$ cat config.mk
export PLATFORM = sky130hd
export DESIGN_NAME = touch_key_decode_debounce
export DESIGN_NICKNAME = d
export VERILOG_FILES = /design/src/rtl/tkd_pkg.sv /design/src/rtl/touch_key_decode_debounce.sv
export VERILOG_INCLUDE_DIRS = /design/src /design/src/rtl
export SDC_FILE = /design/constraint.sdc
export NUM_CORES = 1
export LEC_CHECK = 0
export BUFFER_PORTS_ARGS = -buffer_cell sky130_fd_sc_hd__buf_2
export CORE_MARGIN = 4
export CORE_UTILIZATION = 45
export DETAILED_ROUTE_END_ITERATION = 8
export SLEW_MARGIN = 15
export SYNTH_ARGS = -nofsm -noshare
export SYNTH_HDL_FRONTEND = slang
export SYNTH_SLANG_ARGS = --single-unit
$ cat constraint.sdc
create_clock -name i_clk -period 6.95 [get_ports i_clk]
set_input_delay 0.695 -clock i_clk [delete_from_list [all_inputs] [get_ports i_clk]]
set_output_delay 0.695 -clock i_clk [all_outputs]
set_load 0.005 [all_outputs]
$ cat src/rtl/touch_key_decode_debounce_macros.svh
// Assertion macros for the touch key decoder.
// Included by the RTL files that carry concurrent checks; needs nothing else.
`ifndef TOUCH_KEY_DECODE_DEBOUNCE_MACROS_SVH
`define TOUCH_KEY_DECODE_DEBOUNCE_MACROS_SVH

// Same-cycle implication, disabled while reset is asserted
`define TKD_ASSERT_SAME(label, clk, rst_n, ante, cons) \
    label: assert property (@(posedge clk) disable iff (!rst_n) (ante) |-> (cons)) \
        else $error("touch key decoder check failed");

// Next-cycle implication, disabled while reset is asserted
`define TKD_ASSERT_NEXT(label, clk, rst_n, ante, cons) \
    label: assert property (@(posedge clk) disable iff (!rst_n) (ante) |=> (cons)) \
        else $error("touch key decoder check failed");

`endif

$ cat src/rtl/tkd_pkg.sv
// Shared types, constants and key-window decode for the touch key decoder.
// No dependencies.
package tkd_pkg;

    // Field widths
    localparam int unsigned SAMPLE_W = 12;
    localparam int unsigned CODE_W   = 8;
    localparam int unsigned OHMS_W   = 10;
    localparam int unsigned TICKS_W  = 5;
    localparam int unsigned COUNT_W  = 6;
    localparam int unsigned NUM_KEYS = 6;
    localparam int unsigned LONG_W   = 2;
    localparam int unsigned CFG_IDX_W  = 2;
    localparam int unsigned CFG_DATA_W = 10;

    // Product widths of the serial multipliers
    localparam int unsigned PROD_W = OHMS_W + CODE_W;      // plate*x, limit*z1
    localparam int unsigned LHS_W  = PROD_W + CODE_W;      // plate*x*(z2-z1)
    localparam int unsigned FS_SHIFT = 12;                 // times 4096
    localparam int unsigned CMP_W  = PROD_W + FS_SHIFT;

    // Register reset values
    localparam logic [OHMS_W-1:0]  PLATE_RST = 10'd270;
    localparam logic [OHMS_W-1:0]  LIMIT_RST = 10'd40;
    localparam logic [TICKS_W-1:0] MIN_RST   = 5'd3;
    localparam logic [TICKS_W-1:0] LONG_RST  = 5'd24;

    // Register indexes
    typedef enum logic [CFG_IDX_W-1:0] {
        CFG_PLATE = 2'd0,
        CFG_LIMIT = 2'd1,
        CFG_MIN   = 2'd2,
        CFG_LONG  = 2'd3
    } t_cfg_idx;

    // Key windows (upper 8 bits of the samples)
    localparam logic [CODE_W-1:0] Y_LO_MIN = 8'h20;
    localparam logic [CODE_W-1:0] Y_LO_MAX = 8'h38;
    localparam logic [CODE_W-1:0] Y_HI_MIN = 8'h40;
    localparam logic [CODE_W-1:0] Y_HI_MAX = 8'h59;
    localparam logic [CODE_W-1:0] X_C0_MIN = 8'h40;
    localparam logic [CODE_W-1:0] X_C0_MAX = 8'h5F;
    localparam logic [CODE_W-1:0] X_C1_MIN = 8'h70;
    localparam logic [CODE_W-1:0] X_C1_MAX = 8'h90;
    localparam logic [CODE_W-1:0] X_C2_MIN = 8'hA2;
    localparam logic [CODE_W-1:0] X_C2_MAX = 8'hC0;

    // Keys that can flag a long hold
    localparam int unsigned KEY_DN = 3;
    localparam int unsigned KEY_UP = 4;

    // One-hot key selected by the X/Y windows, zero outside every window
    function automatic logic [NUM_KEYS-1:0] key_of(input logic [CODE_W-1:0] x,
                                                    input logic [CODE_W-1:0] y);
        logic c0, c1, c2, lo, hi;
        logic [NUM_KEYS-1:0] k;
        c0 = (x >= X_C0_MIN) && (x <= X_C0_MAX);
        c1 = (x >= X_C1_MIN) && (x <= X_C1_MAX);
        c2 = (x >= X_C2_MIN) && (x <= X_C2_MAX);
        lo = (y >= Y_LO_MIN) && (y <= Y_LO_MAX);
        hi = (y >= Y_HI_MIN) && (y <= Y_HI_MAX);
        k  = '0;
        if (lo) begin
            k[0] = c0;
            k[5] = c1;
            k[3] = c2;
        end else if (hi) begin
            k[1] = c0;
            k[2] = c1;
            k[4] = c2;
        end
        return k;
    endfunction

endpackage

$ cat src/rtl/touch_key_decode_debounce.sv
// Touch panel key decoder: bit-serial contact test, key windows and debounce.
// Depends on tkd_pkg and touch_key_decode_debounce_macros.svh.
//
// Usage: one input item per converter tick carries raw X, Y, Z1 and Z2
// samples on i_in_valid / o_in_stall; one result item (contact, held keys,
// short-press pulses, long-hold flags) leaves on o_out_valid / i_out_stall.
// The result register is loaded after the serial plate*x and limit*z1 step,
// the serial (plate*x)*(z2-z1) step and the key update. A new item is not
// taken until the previous one has left S_DONE; the two bit-serial
// shift-add multipliers set the pace of items.
// o_in_stall is high while an item is at work; a new item may be taken
// while the previous result still waits in the output register. If the
// receiver stalls, the finished item waits before updating key state until
// the output register is free.
// Configuration writes (i_cfg_we, i_cfg_idx, i_cfg_wdata) take effect at
// once. The user must make them while the block is idle; the block does not enforce this.
// Reset (synchronous, active low) restores register defaults, releases all
// keys, clears counters and flags and empties the output register.
`include "touch_key_decode_debounce_macros.svh"

module touch_key_decode_debounce (
    input  logic                                  i_clk,
    input  logic                                  i_rst_n,
    // configuration
    input  logic                                  i_cfg_we,
    input  logic [tkd_pkg::CFG_IDX_W-1:0]         i_cfg_idx,
    input  logic [tkd_pkg::CFG_DATA_W-1:0]        i_cfg_wdata,
    // input channel
    input  logic                                  i_in_valid,
    output logic                                  o_in_stall,
    input  logic [tkd_pkg::SAMPLE_W-1:0]          i_x_sample,
    input  logic [tkd_pkg::SAMPLE_W-1:0]          i_y_sample,
    input  logic [tkd_pkg::SAMPLE_W-1:0]          i_z1_sample,
    input  logic [tkd_pkg::SAMPLE_W-1:0]          i_z2_sample,
    // output channel
    output logic                                  o_out_valid,
    input  logic                                  i_out_stall,
    output logic                                  o_contact,
    output logic [tkd_pkg::NUM_KEYS-1:0]          o_held_mask,
    output logic [tkd_pkg::NUM_KEYS-1:0]          o_short_press_mask,
    output logic [tkd_pkg::LONG_W-1:0]            o_long_hold_mask
);
    import tkd_pkg::*;

    typedef enum logic [1:0] {
        S_IDLE,
        S_MUL_A,
        S_MUL_B,
        S_DONE
    } t_state;

    localparam int unsigned BIT_CNT_W = $clog2(CODE_W);

    // Configuration registers
    logic [OHMS_W-1:0]  r_plate;
    logic [OHMS_W-1:0]  r_limit;
    logic [TICKS_W-1:0] r_min;
    logic [TICKS_W-1:0] r_long;

    // Control
    t_state               r_state;
    logic [BIT_CNT_W-1:0] r_bit_cnt;

    // Item data and serial datapath
    logic [CODE_W-1:0] r_x;
    logic [CODE_W-1:0] r_y;
    logic [CODE_W-1:0] r_xs;       // x bits, MSB first
    logic [CODE_W-1:0] r_z1s;      // z1 bits, MSB first
    logic [CODE_W-1:0] r_ds;       // z2-z1 bits, MSB first
    logic              r_z1_nz;
    logic              r_d_pos;    // z2 > z1
    logic [PROD_W-1:0] r_p;        // plate * x
    logic [PROD_W-1:0] r_q;        // limit * z1
    logic [LHS_W-1:0]  r_lhs;      // plate * x * (z2 - z1)

    // Key state
    logic [NUM_KEYS-1:0] r_held;
    logic [COUNT_W-1:0]  r_cnt  [NUM_KEYS];
    logic [NUM_KEYS-1:0] r_flag;

    // Output register
    logic                r_out_valid;
    logic                r_contact;
    logic [NUM_KEYS-1:0] r_held_o;
    logic [NUM_KEYS-1:0] r_short_o;
    logic [LONG_W-1:0]   r_long_o;

    // Next key state
    logic                n_contact;
    logic [NUM_KEYS-1:0] n_held;
    logic [COUNT_W-1:0]  n_cnt  [NUM_KEYS];
    logic [NUM_KEYS-1:0] n_flag;
    logic [NUM_KEYS-1:0] n_short;

    logic              in_acc;
    logic              out_free;
    logic [CODE_W-1:0] x_code;
    logic [CODE_W-1:0] z1_code;
    logic [CODE_W-1:0] z2_code;

    assign in_acc   = i_in_valid && !o_in_stall;
    assign out_free = !r_out_valid || !i_out_stall;
    assign x_code   = i_x_sample[SAMPLE_W-1 -: CODE_W];
    assign z1_code  = i_z1_sample[SAMPLE_W-1 -: CODE_W];
    assign z2_code  = i_z2_sample[SAMPLE_W-1 -: CODE_W];

    // Contact decision, key map and per-key debounce
    always_comb begin
        logic too_high;
        too_high  = {{(CMP_W-LHS_W){1'b0}}, r_lhs} > {r_q, {FS_SHIFT{1'b0}}};
        n_contact = r_z1_nz && !(r_d_pos && too_high);
        n_held    = n_contact ? (r_held | key_of(r_x, r_y)) : '0;
        n_flag    = r_flag;
        n_short   = '0;
        for (int k = 0; k < NUM_KEYS; k++) begin
            n_cnt[k] = r_cnt[k];
            if (n_held[k]) begin
                if (!r_held[k]) begin
                    n_cnt[k] = COUNT_W'(1);
                end else if (r_cnt[k] > {{(COUNT_W-TICKS_W){1'b0}}, r_long}) begin
                    if (k == KEY_DN || k == KEY_UP) begin
                        n_flag[k] = 1'b1;
                    end
                end else begin
                    n_cnt[k] = r_cnt[k] + COUNT_W'(1);
                end
            end else if (r_held[k] &&
                         (r_cnt[k] > {{(COUNT_W-TICKS_W){1'b0}}, r_min})) begin
                if (r_flag[k]) begin
                    n_flag[k] = 1'b0;
                end else begin
                    n_short[k] = 1'b1;
                end
                n_cnt[k] = '0;
            end
        end
    end

    // Configuration writes
    always_ff @(posedge i_clk) begin
        if (!i_rst_n) begin
            r_plate <= PLATE_RST;
            r_limit <= LIMIT_RST;
            r_min   <= MIN_RST;
            r_long  <= LONG_RST;
        end else if (i_cfg_we) begin
            unique case (i_cfg_idx)
                CFG_PLATE: r_plate <= i_cfg_wdata[OHMS_W-1:0];
                CFG_LIMIT: r_limit <= i_cfg_wdata[OHMS_W-1:0];
                CFG_MIN:   r_min   <= i_cfg_wdata[TICKS_W-1:0];
                CFG_LONG:  r_long  <= i_cfg_wdata[TICKS_W-1:0];
            endcase
        end
    end

    // Sequencer, serial multipliers, key state and output register
    always_ff @(posedge i_clk) begin
        if (!i_rst_n) begin
            r_state     <= S_IDLE;
            r_bit_cnt   <= '0;
            r_held      <= '0;
            r_flag      <= '0;
            r_out_valid <= 1'b0;
            for (int k = 0; k < NUM_KEYS; k++) begin
                r_cnt[k] <= '0;
            end
        end else begin
            // result leaves; a result stored in S_DONE refills the register
            if (r_out_valid && !i_out_stall && (r_state != S_DONE)) begin
                r_out_valid <= 1'b0;
            end
            unique case (r_state)
                S_IDLE: begin
                    if (in_acc) begin
                        r_x       <= x_code;
                        r_y       <= i_y_sample[SAMPLE_W-1 -: CODE_W];
                        r_xs      <= x_code;
                        r_z1s     <= z1_code;
                        r_ds      <= z2_code - z1_code;
                        r_z1_nz   <= (z1_code != '0);
                        r_d_pos   <= (z2_code > z1_code);
                        r_p       <= '0;
                        r_q       <= '0;
                        r_lhs     <= '0;
                        r_bit_cnt <= '0;
                        r_state   <= S_MUL_A;
                    end
                end
                S_MUL_A: begin
                    // plate*x and limit*z1, one multiplier bit a cycle
                    r_p   <= {r_p[PROD_W-2:0], 1'b0}
                             + (r_xs[CODE_W-1] ? PROD_W'(r_plate) : '0);
                    r_q   <= {r_q[PROD_W-2:0], 1'b0}
                             + (r_z1s[CODE_W-1] ? PROD_W'(r_limit) : '0);
                    r_xs  <= {r_xs[CODE_W-2:0], 1'b0};
                    r_z1s <= {r_z1s[CODE_W-2:0], 1'b0};
                    r_bit_cnt <= r_bit_cnt + BIT_CNT_W'(1);
                    if (r_bit_cnt == BIT_CNT_W'(CODE_W-1)) begin
                        r_state <= S_MUL_B;
                    end
                end
                S_MUL_B: begin
                    // (plate*x) * (z2-z1), one bit a cycle
                    r_lhs <= {r_lhs[LHS_W-2:0], 1'b0}
                             + (r_ds[CODE_W-1] ? LHS_W'(r_p) : '0);
                    r_ds  <= {r_ds[CODE_W-2:0], 1'b0};
                    r_bit_cnt <= r_bit_cnt + BIT_CNT_W'(1);
                    if (r_bit_cnt == BIT_CNT_W'(CODE_W-1)) begin
                        r_state <= S_DONE;
                    end
                end
                S_DONE: begin
                    // commit key state only when the result can be stored
                    if (out_free) begin
                        r_held      <= n_held;
                        r_flag      <= n_flag;
                        for (int k = 0; k < NUM_KEYS; k++) begin
                            r_cnt[k] <= n_cnt[k];
                        end
                        r_out_valid <= 1'b1;
                        r_contact   <= n_contact;
                        r_held_o    <= n_held;
                        r_short_o   <= n_short;
                        r_long_o    <= {n_flag[KEY_UP], n_flag[KEY_DN]};
                        r_state     <= S_IDLE;
                    end
                end
            endcase
        end
    end

    assign o_in_stall         = (r_state != S_IDLE);
    assign o_out_valid        = r_out_valid;
    assign o_contact          = r_contact;
    assign o_held_mask        = r_held_o;
    assign o_short_press_mask = r_short_o;
    assign o_long_hold_mask   = r_long_o;

    // Checks
    `TKD_ASSERT_NEXT(a_accept_starts, i_clk, i_rst_n, in_acc, r_state == S_MUL_A)
    `TKD_ASSERT_SAME(a_load_from_done, i_clk, i_rst_n, $rose(o_out_valid), $past(r_state == S_DONE))
    `TKD_ASSERT_SAME(a_no_contact_release, i_clk, i_rst_n, o_out_valid && !o_contact, o_held_mask == '0)
    `TKD_ASSERT_SAME(a_short_not_held, i_clk, i_rst_n, o_out_valid, (o_short_press_mask & o_held_mask) == '0)

endmodule

==> results.cfg, run 1 <==
[outcome]
status = complete, no violations

[logic_synthesis]
synth-edff-count = 155
synthTopCellsByArea = edfxtp_1 37%, ha_1 13%, dfxtp_1 7.0%, nand2_1 4.4%, nor2_1 3.0%
syn-mean-instance-area_sq_um = 9.84
synthArstFlopShare = 0
yosysWarningCount = 0
netlist.area_leader.share = 0.371
synth_cells = 1274
synth_seq_cells = 199
syn_area_sq_mm = 0.0125
synth_cell_types = 69
syn_nets = 1472
yosys.area.top_type = edfxtp_1
yosysSeqAreaShare = 0.441
synthFlopType = edfxtp_1

[placed_design]
dp_hpwl_microns = 21500
gp_congestion = 0.833
placed_cell_area_sq_mm = 0.0133
numPortBuffers = 65

[drt]
drt_iter0_markers = 627
drc = 0
wl_microns = 29200
vias = 9568
avgRoutedWirePerCell_microns = 17.0
first_pass_iters = 5
viasPerCell = 5.58
ant_nets = 0

[finish]
post_route_cells_drive_above_1_share = 0.0983
area_growth_pct = 10.7
finalInstanceArea_sq_mm = 0.0139
finalNetCount = 1528

[worst_setup_path]
cp.required_ns = 7.02
rr_startpoint = r_q[14]
cp-start-kind = flop
crit_path_max_fanout = 18
cp.arrival_ns = 3.68
cp-end-kind = flop
cp-startpoint = r_q[14]
setup.worst_path.class = reg -> reg

[clocking]
root_buffer = clkbuf_16
cts_buffer_depth = 2
cts_tree = built
postCtsSetupBuffers = 0
cts.sinks = 199
postCtsHoldBufs = 0
htree_levels = 4
clock_latency_ns = 0.44
cts_made_buffers = 17
clkTransAtPathRegs_ns = 0.09
cts.repair.resized = 0

[grt]
antenna_found_initial = 6
grt_pass1_vias = 9382
grt_max_degree = 45
grt_pass1_wl_microns = 47900
globalRouteTotalUtil = 0.193
grt_overflow_total = 0

[floorplanning]
core_area_sq_mm = 0.0272
io_pins = 82
die_height_microns = 175
placementRows = 60
die_w_microns = 175
start_util = 0.461
dieArea_sq_mm = 0.0306

[pwr]
max-vdd-ir-drop_uv = 227
powerDensity_mw_per_mm2 = 272
p_leak_nw = 5.52

[hold_path]
hp-start = i_y_sample[7]
hold_path_class = in -> reg

[sta]
min_period_over_period = 0.519
rsz0062_at_grt = no
setup_viol = 0
maxSlewViolCount = 0
timing.fmax_mhz = 277
fin_skew_ns = 0.0201
min_period_ns = 3.61
setup_tns_ns = 0
tightestPinTransition_ns = 0.921
slew_headroom = 0.385
hold_viol_final = 0

[job]
drv_cap = 0
## state kept, by name (all words and copies together), names as in the netlist
name	count
o_short_press_mask	6
r_plate	10
o_out_valid	1
o_held_mask	6
r_y	8
r_state	2
o_long_hold_mask	2
r_min	5
r_long	5
r_p	18
r_d_pos	1
r_z1s	8
r_held	6
r_q	18
r_xs	8
r_z1_nz	1
r_ds	8
r_lhs	26
r_flag	2
o_contact	1
r_x	8
r_cnt	36
r_bit_cnt	3
r_limit	10
## per-stage QoR
| stage | cells | setup slack (ns) | power [mW] | hold WS (ns) | util |
|---|---|---|---|---|---|
| after floorplan | 1274 | 2.45 | 2.47 | 0.432 | - |
| after global placement | 1683 | 3.43 | 2.75 | 0.440 | 0.488 |
| after detailed placement | 1683 | 3.37 | 2.78 | 0.442 | 0.488 |
| after CTS | 1715 | 3.36 | 3.80 | 0.413 | 0.511 |
| after global routing | 1716 | 3.09 | 4.02 | 0.408 | 0.511 |
| final | 1716 | 3.34 | 3.77 | 0.432 | 0.511 |
## power breakdown
part / internal (mW) / switching (mW) / total, mW
clock network: 0.519 / 0.506 / 1.02
logic: 0.423 / 0.687 / 1.11
registers: 1.52 / 0.120 / 1.64
total: 2.46 / 1.31 / 3.77
## layout make-up
type                    instances  area (sq um)
repair buffers                 72           378
diodes                          1          2.50
flip-flops and latches        199          5540
fillers                      2544         13300
inverters                      67           251
clock buffers                  17           425
well taps                     372           465
clock inverters                15           180
multi-input cells             973          6650
## metal layers
metal	vias up	part of all wire	global-route usage
met3	33	0.050	0.0381
met2	208	0.44	0.300
met1	4552	0.49	0.277
met5	-	0.0023	0
met4	10	0.013	0.0478
li1	4765	-	-
## layout by cell type, fill, tap and decap left out, drive strengths merged, types with 16 or more instances in the layout
cell type,netlist,final
a21oi,73,73
and3,31,31
dfxtp,44,44
ha,129,129
nor2b,20,20
nor3,39,39
a211oi,16,16
mux2i,27,27
edfxtp,155,155
clkbuf,29,17
xnor2,27,27
nor2,100,100
inv,65,72
nand2,148,148
o21ai,63,63
buf,6,72
and2,45,45
o21a,19,19
nand3,43,43
nand2b,24,24
## worst paths after layout
check	to	slack, ns	cells after the start
max reg2reg	r_cnt[2][5]	3.34	7
min	r_y[3]	0.43	1
max	r_cnt[2][5]	3.34	7
min reg2reg	r_limit[9]	0.45	2
## worst max-delay path, stage by stage, from the launching register on
cell and delay (ns):
edfxtp_1 0.47, nor4_1 0.57, and2_1 0.22, o31ai_2 0.08, a32oi_4 0.67, inv_2 0.32
mux2i_1 0.19, o21ai_0 0.71
## Yosys cell counts (6+ instances only)
cell type / n
o21a_1: 19
edfxtp_1: 155
xor2_1: 14
o21bai_1: 6
nand4_1: 12
or3_1: 6
a211oi_1: 16
o22ai_1: 6
and3_1: 31
dfxtp_1: 44
ha_1: 129
o21ai_0: 59
nor3_1: 38
a21oi_1: 73
a21o_1: 7
nand2b_1: 24
nor3b_1: 8
nor4_1: 8
nor2b_1: 20
and2_1: 45
mux2i_1: 27
nand2_1: 148
mux2_2: 7
nor2_1: 100
xnor2_1: 27
clkbuf_1: 29
a21boi_0: 12
o211ai_1: 12
nand3_1: 43
o31ai_1: 11
inv_1: 64
## kinds of logic after synthesis
kind of cell	synth area share
DFF	0.441
adders and majority gates	0.135
AOI/OAI and AO/OA	0.136
and+or+nand+nor	0.200
buffers and inverters	0.0309
muxes	0.0278
xor gates and xnor gates	0.0286
(Power assumes the default switching activity.)
==> inputs of run 2 (changes only) <==
==> constraint.sdc (replaced) <==
create_clock -name i_clk -period 3.7 [get_ports i_clk]
set_input_delay 0.37 -clock i_clk [delete_from_list [all_inputs] [get_ports i_clk]]
set_output_delay 0.37 -clock i_clk [all_outputs]
set_load 0.005 [all_outputs]
==> run 2 against run 1 <==
Sequential power is 87% higher. Fmax is 17% higher. Clock skew increased by 0.0035 ns. Clock power grew 90%. Cell count increased by 0.41%. Critical path type unchanged. Routed wire length up 0.37%. Register-to-register slack lost 2.7 ns. Flip-flop and latch count is the same. Worst hold slack worse by 0.34 ns. Via count down 0.95%. Global-route usage is 0.17 points lower.
==> results.cfg, run 2 (synthesized netlist as in run 1, its figures left out) <==
[finish]
finalNetCount = 1536
regArea_sq_mm = 0.00554
antenna_cells = 0
layout.cells.most_common_list = 155 x edfxtp_1, 148 x nand2_1, 128 x ha_1, 100 x nor2_1, 71 x a21oi_1
finalInstanceArea_sq_mm = 0.0140
final_core_util = 0.514
fillers = 2556
post_route_cells_drive_above_1_share = 0.103
regMostFlops = r_cnt
final_common_cell = edfxtp_1
multi_input_area_sq_mm = 0.00665
reg_top3 = r_cnt (36), r_lhs (26)
area_growth_pct = 11.4
largest_register_ffs = 36

[grt]
grt_max_degree = 44
antenna_found_initial = 5
grt_pass1_wl_microns = 47300
grt_pass1_vias = 9149
grt_overflow_total = 0
globalRouteTotalUtil = 0.191

[sta]
hold_viol_final = 0
timing.fmax_mhz = 324
rsz0062_at_grt = no
slew_headroom = 0.452
fin_skew_ns = 0.0235
setup_tns_ns = 0
min_period_ns = 3.09
min_period_over_period = 0.835
tightestPinTransition_ns = 0.819
setup_viol = 0
maxSlewViolCount = 0

[worst_setup_path]
reg2reg_depth = 10
cp-start-kind = flop
setup.worst_path.class = reg -> reg
crit_path_max_fanout = 10
cp.required_ns = 3.88
cp-end-kind = flop
cp.arrival_ns = 3.27

[clocking]
cts.repair.resized = 0
cts_made_buffers = 17
root_buffer = clkbuf_16
postCtsSetupBuffers = 0
clock_latency_ns = 0.45
cts.sinks = 199
cts_tree = built
clkTransAtPathRegs_ns = 0.09
htree_levels = 4
postCtsHoldBufs = 0
cts_buffer_depth = 2

[pwr]
swShare = 0.344
max-vdd-ir-drop_uv = 355
p_sw_mw = 2.45
p_seq_frac = 0.430
p_comb_frac = 0.298
powerDensity_mw_per_mm2 = 511
power_mw = 7.13
p_int_mw = 4.68
p_leak_nw = 5.56
p_clk_frac = 0.272

[hold_path]
whs_path_depth = 1
hold_path_class = in -> reg

[floorplanning]
die_w_microns = 175
io_pins = 82
core_area_sq_mm = 0.0272
placementRows = 60
dieArea_sq_mm = 0.0306
die_height_microns = 175
start_util = 0.461

[drt]
drc = 0
first_pass_iters = 5
wl_microns = 29300
viasPerCell = 5.50
vias = 9477
ant_nets = 0
drt_iter0_markers = 620
avgRoutedWirePerCell_microns = 17.0

[placed_design]
placed_cell_area_sq_mm = 0.0134
numPortBuffers = 65
gp_congestion = 0.815
dp_hpwl_microns = 21700

[outcome]
status = complete, no violations

[job]
drv_cap = 0
==> run 2: layout make-up <==
type	count	area share
Multi-Input combinational cell	973	0.476
Sequential cell	199	0.396
Tap cell	372	0.0333
Timing Repair Buffer	80	0.0331
Clock buffer	19	0.0325
Inverter	67	0.0180
Clock inverter	13	0.0107
==> run 2: metrics by stage <==
stage,std cells,hold slack (ns),setup WS (ns)
5_1_grt,1723,0.0821,0.316
3_5_place_dp,1691,0.442,0.623
3_3_place_gp,1691,0.439,0.684
2_1_floorplan,1274,0.432,0.0970
4_1_cts,1723,0.0760,0.601
6_report,1723,0.0890,0.612
==> run 2: power by group through the flow <==
stage	clock (mW)	sequential, mW	combinational [mW]
floorplan	0	3.04	1.59
global placement	0	3.11	2.09
detailed placement	0	3.12	2.13
CTS	1.98	3.07	2.14
global route	2.08	3.11	2.41
finish	1.94	3.07	2.13
==> run 2: critical path, cell delays in order, from the launching register on <==
cell      delay [ns]
edfxtp_1        0.50
and2_1          0.19
ha_1            0.16
inv_1           0.05
fa_1            0.38
nor2b_1         0.16
o21ai_0         0.13
a21boi_0        0.54
o211ai_1        0.30
a21boi_0        0.30
mux2i_1         0.10
==> run 2: final timing paths <==
check	from	end	slack, ns
setup / recovery	r_xs[7]	r_p[15]	0.61
hold / removal	i_y_sample[5]	r_y[1]	0.09
setup reg to reg	r_xs[7]	r_p[15]	0.61
hold reg to reg	r_limit[4]	r_limit[4]	0.45
==> run 2: metal layers <==
layer / track usage / share of wire
met4: 0.0498 / 0.015
met3: 0.0305 / 0.043
met1: 0.279 / 0.50
met5: 0 / 0.0021
met2: 0.297 / 0.44
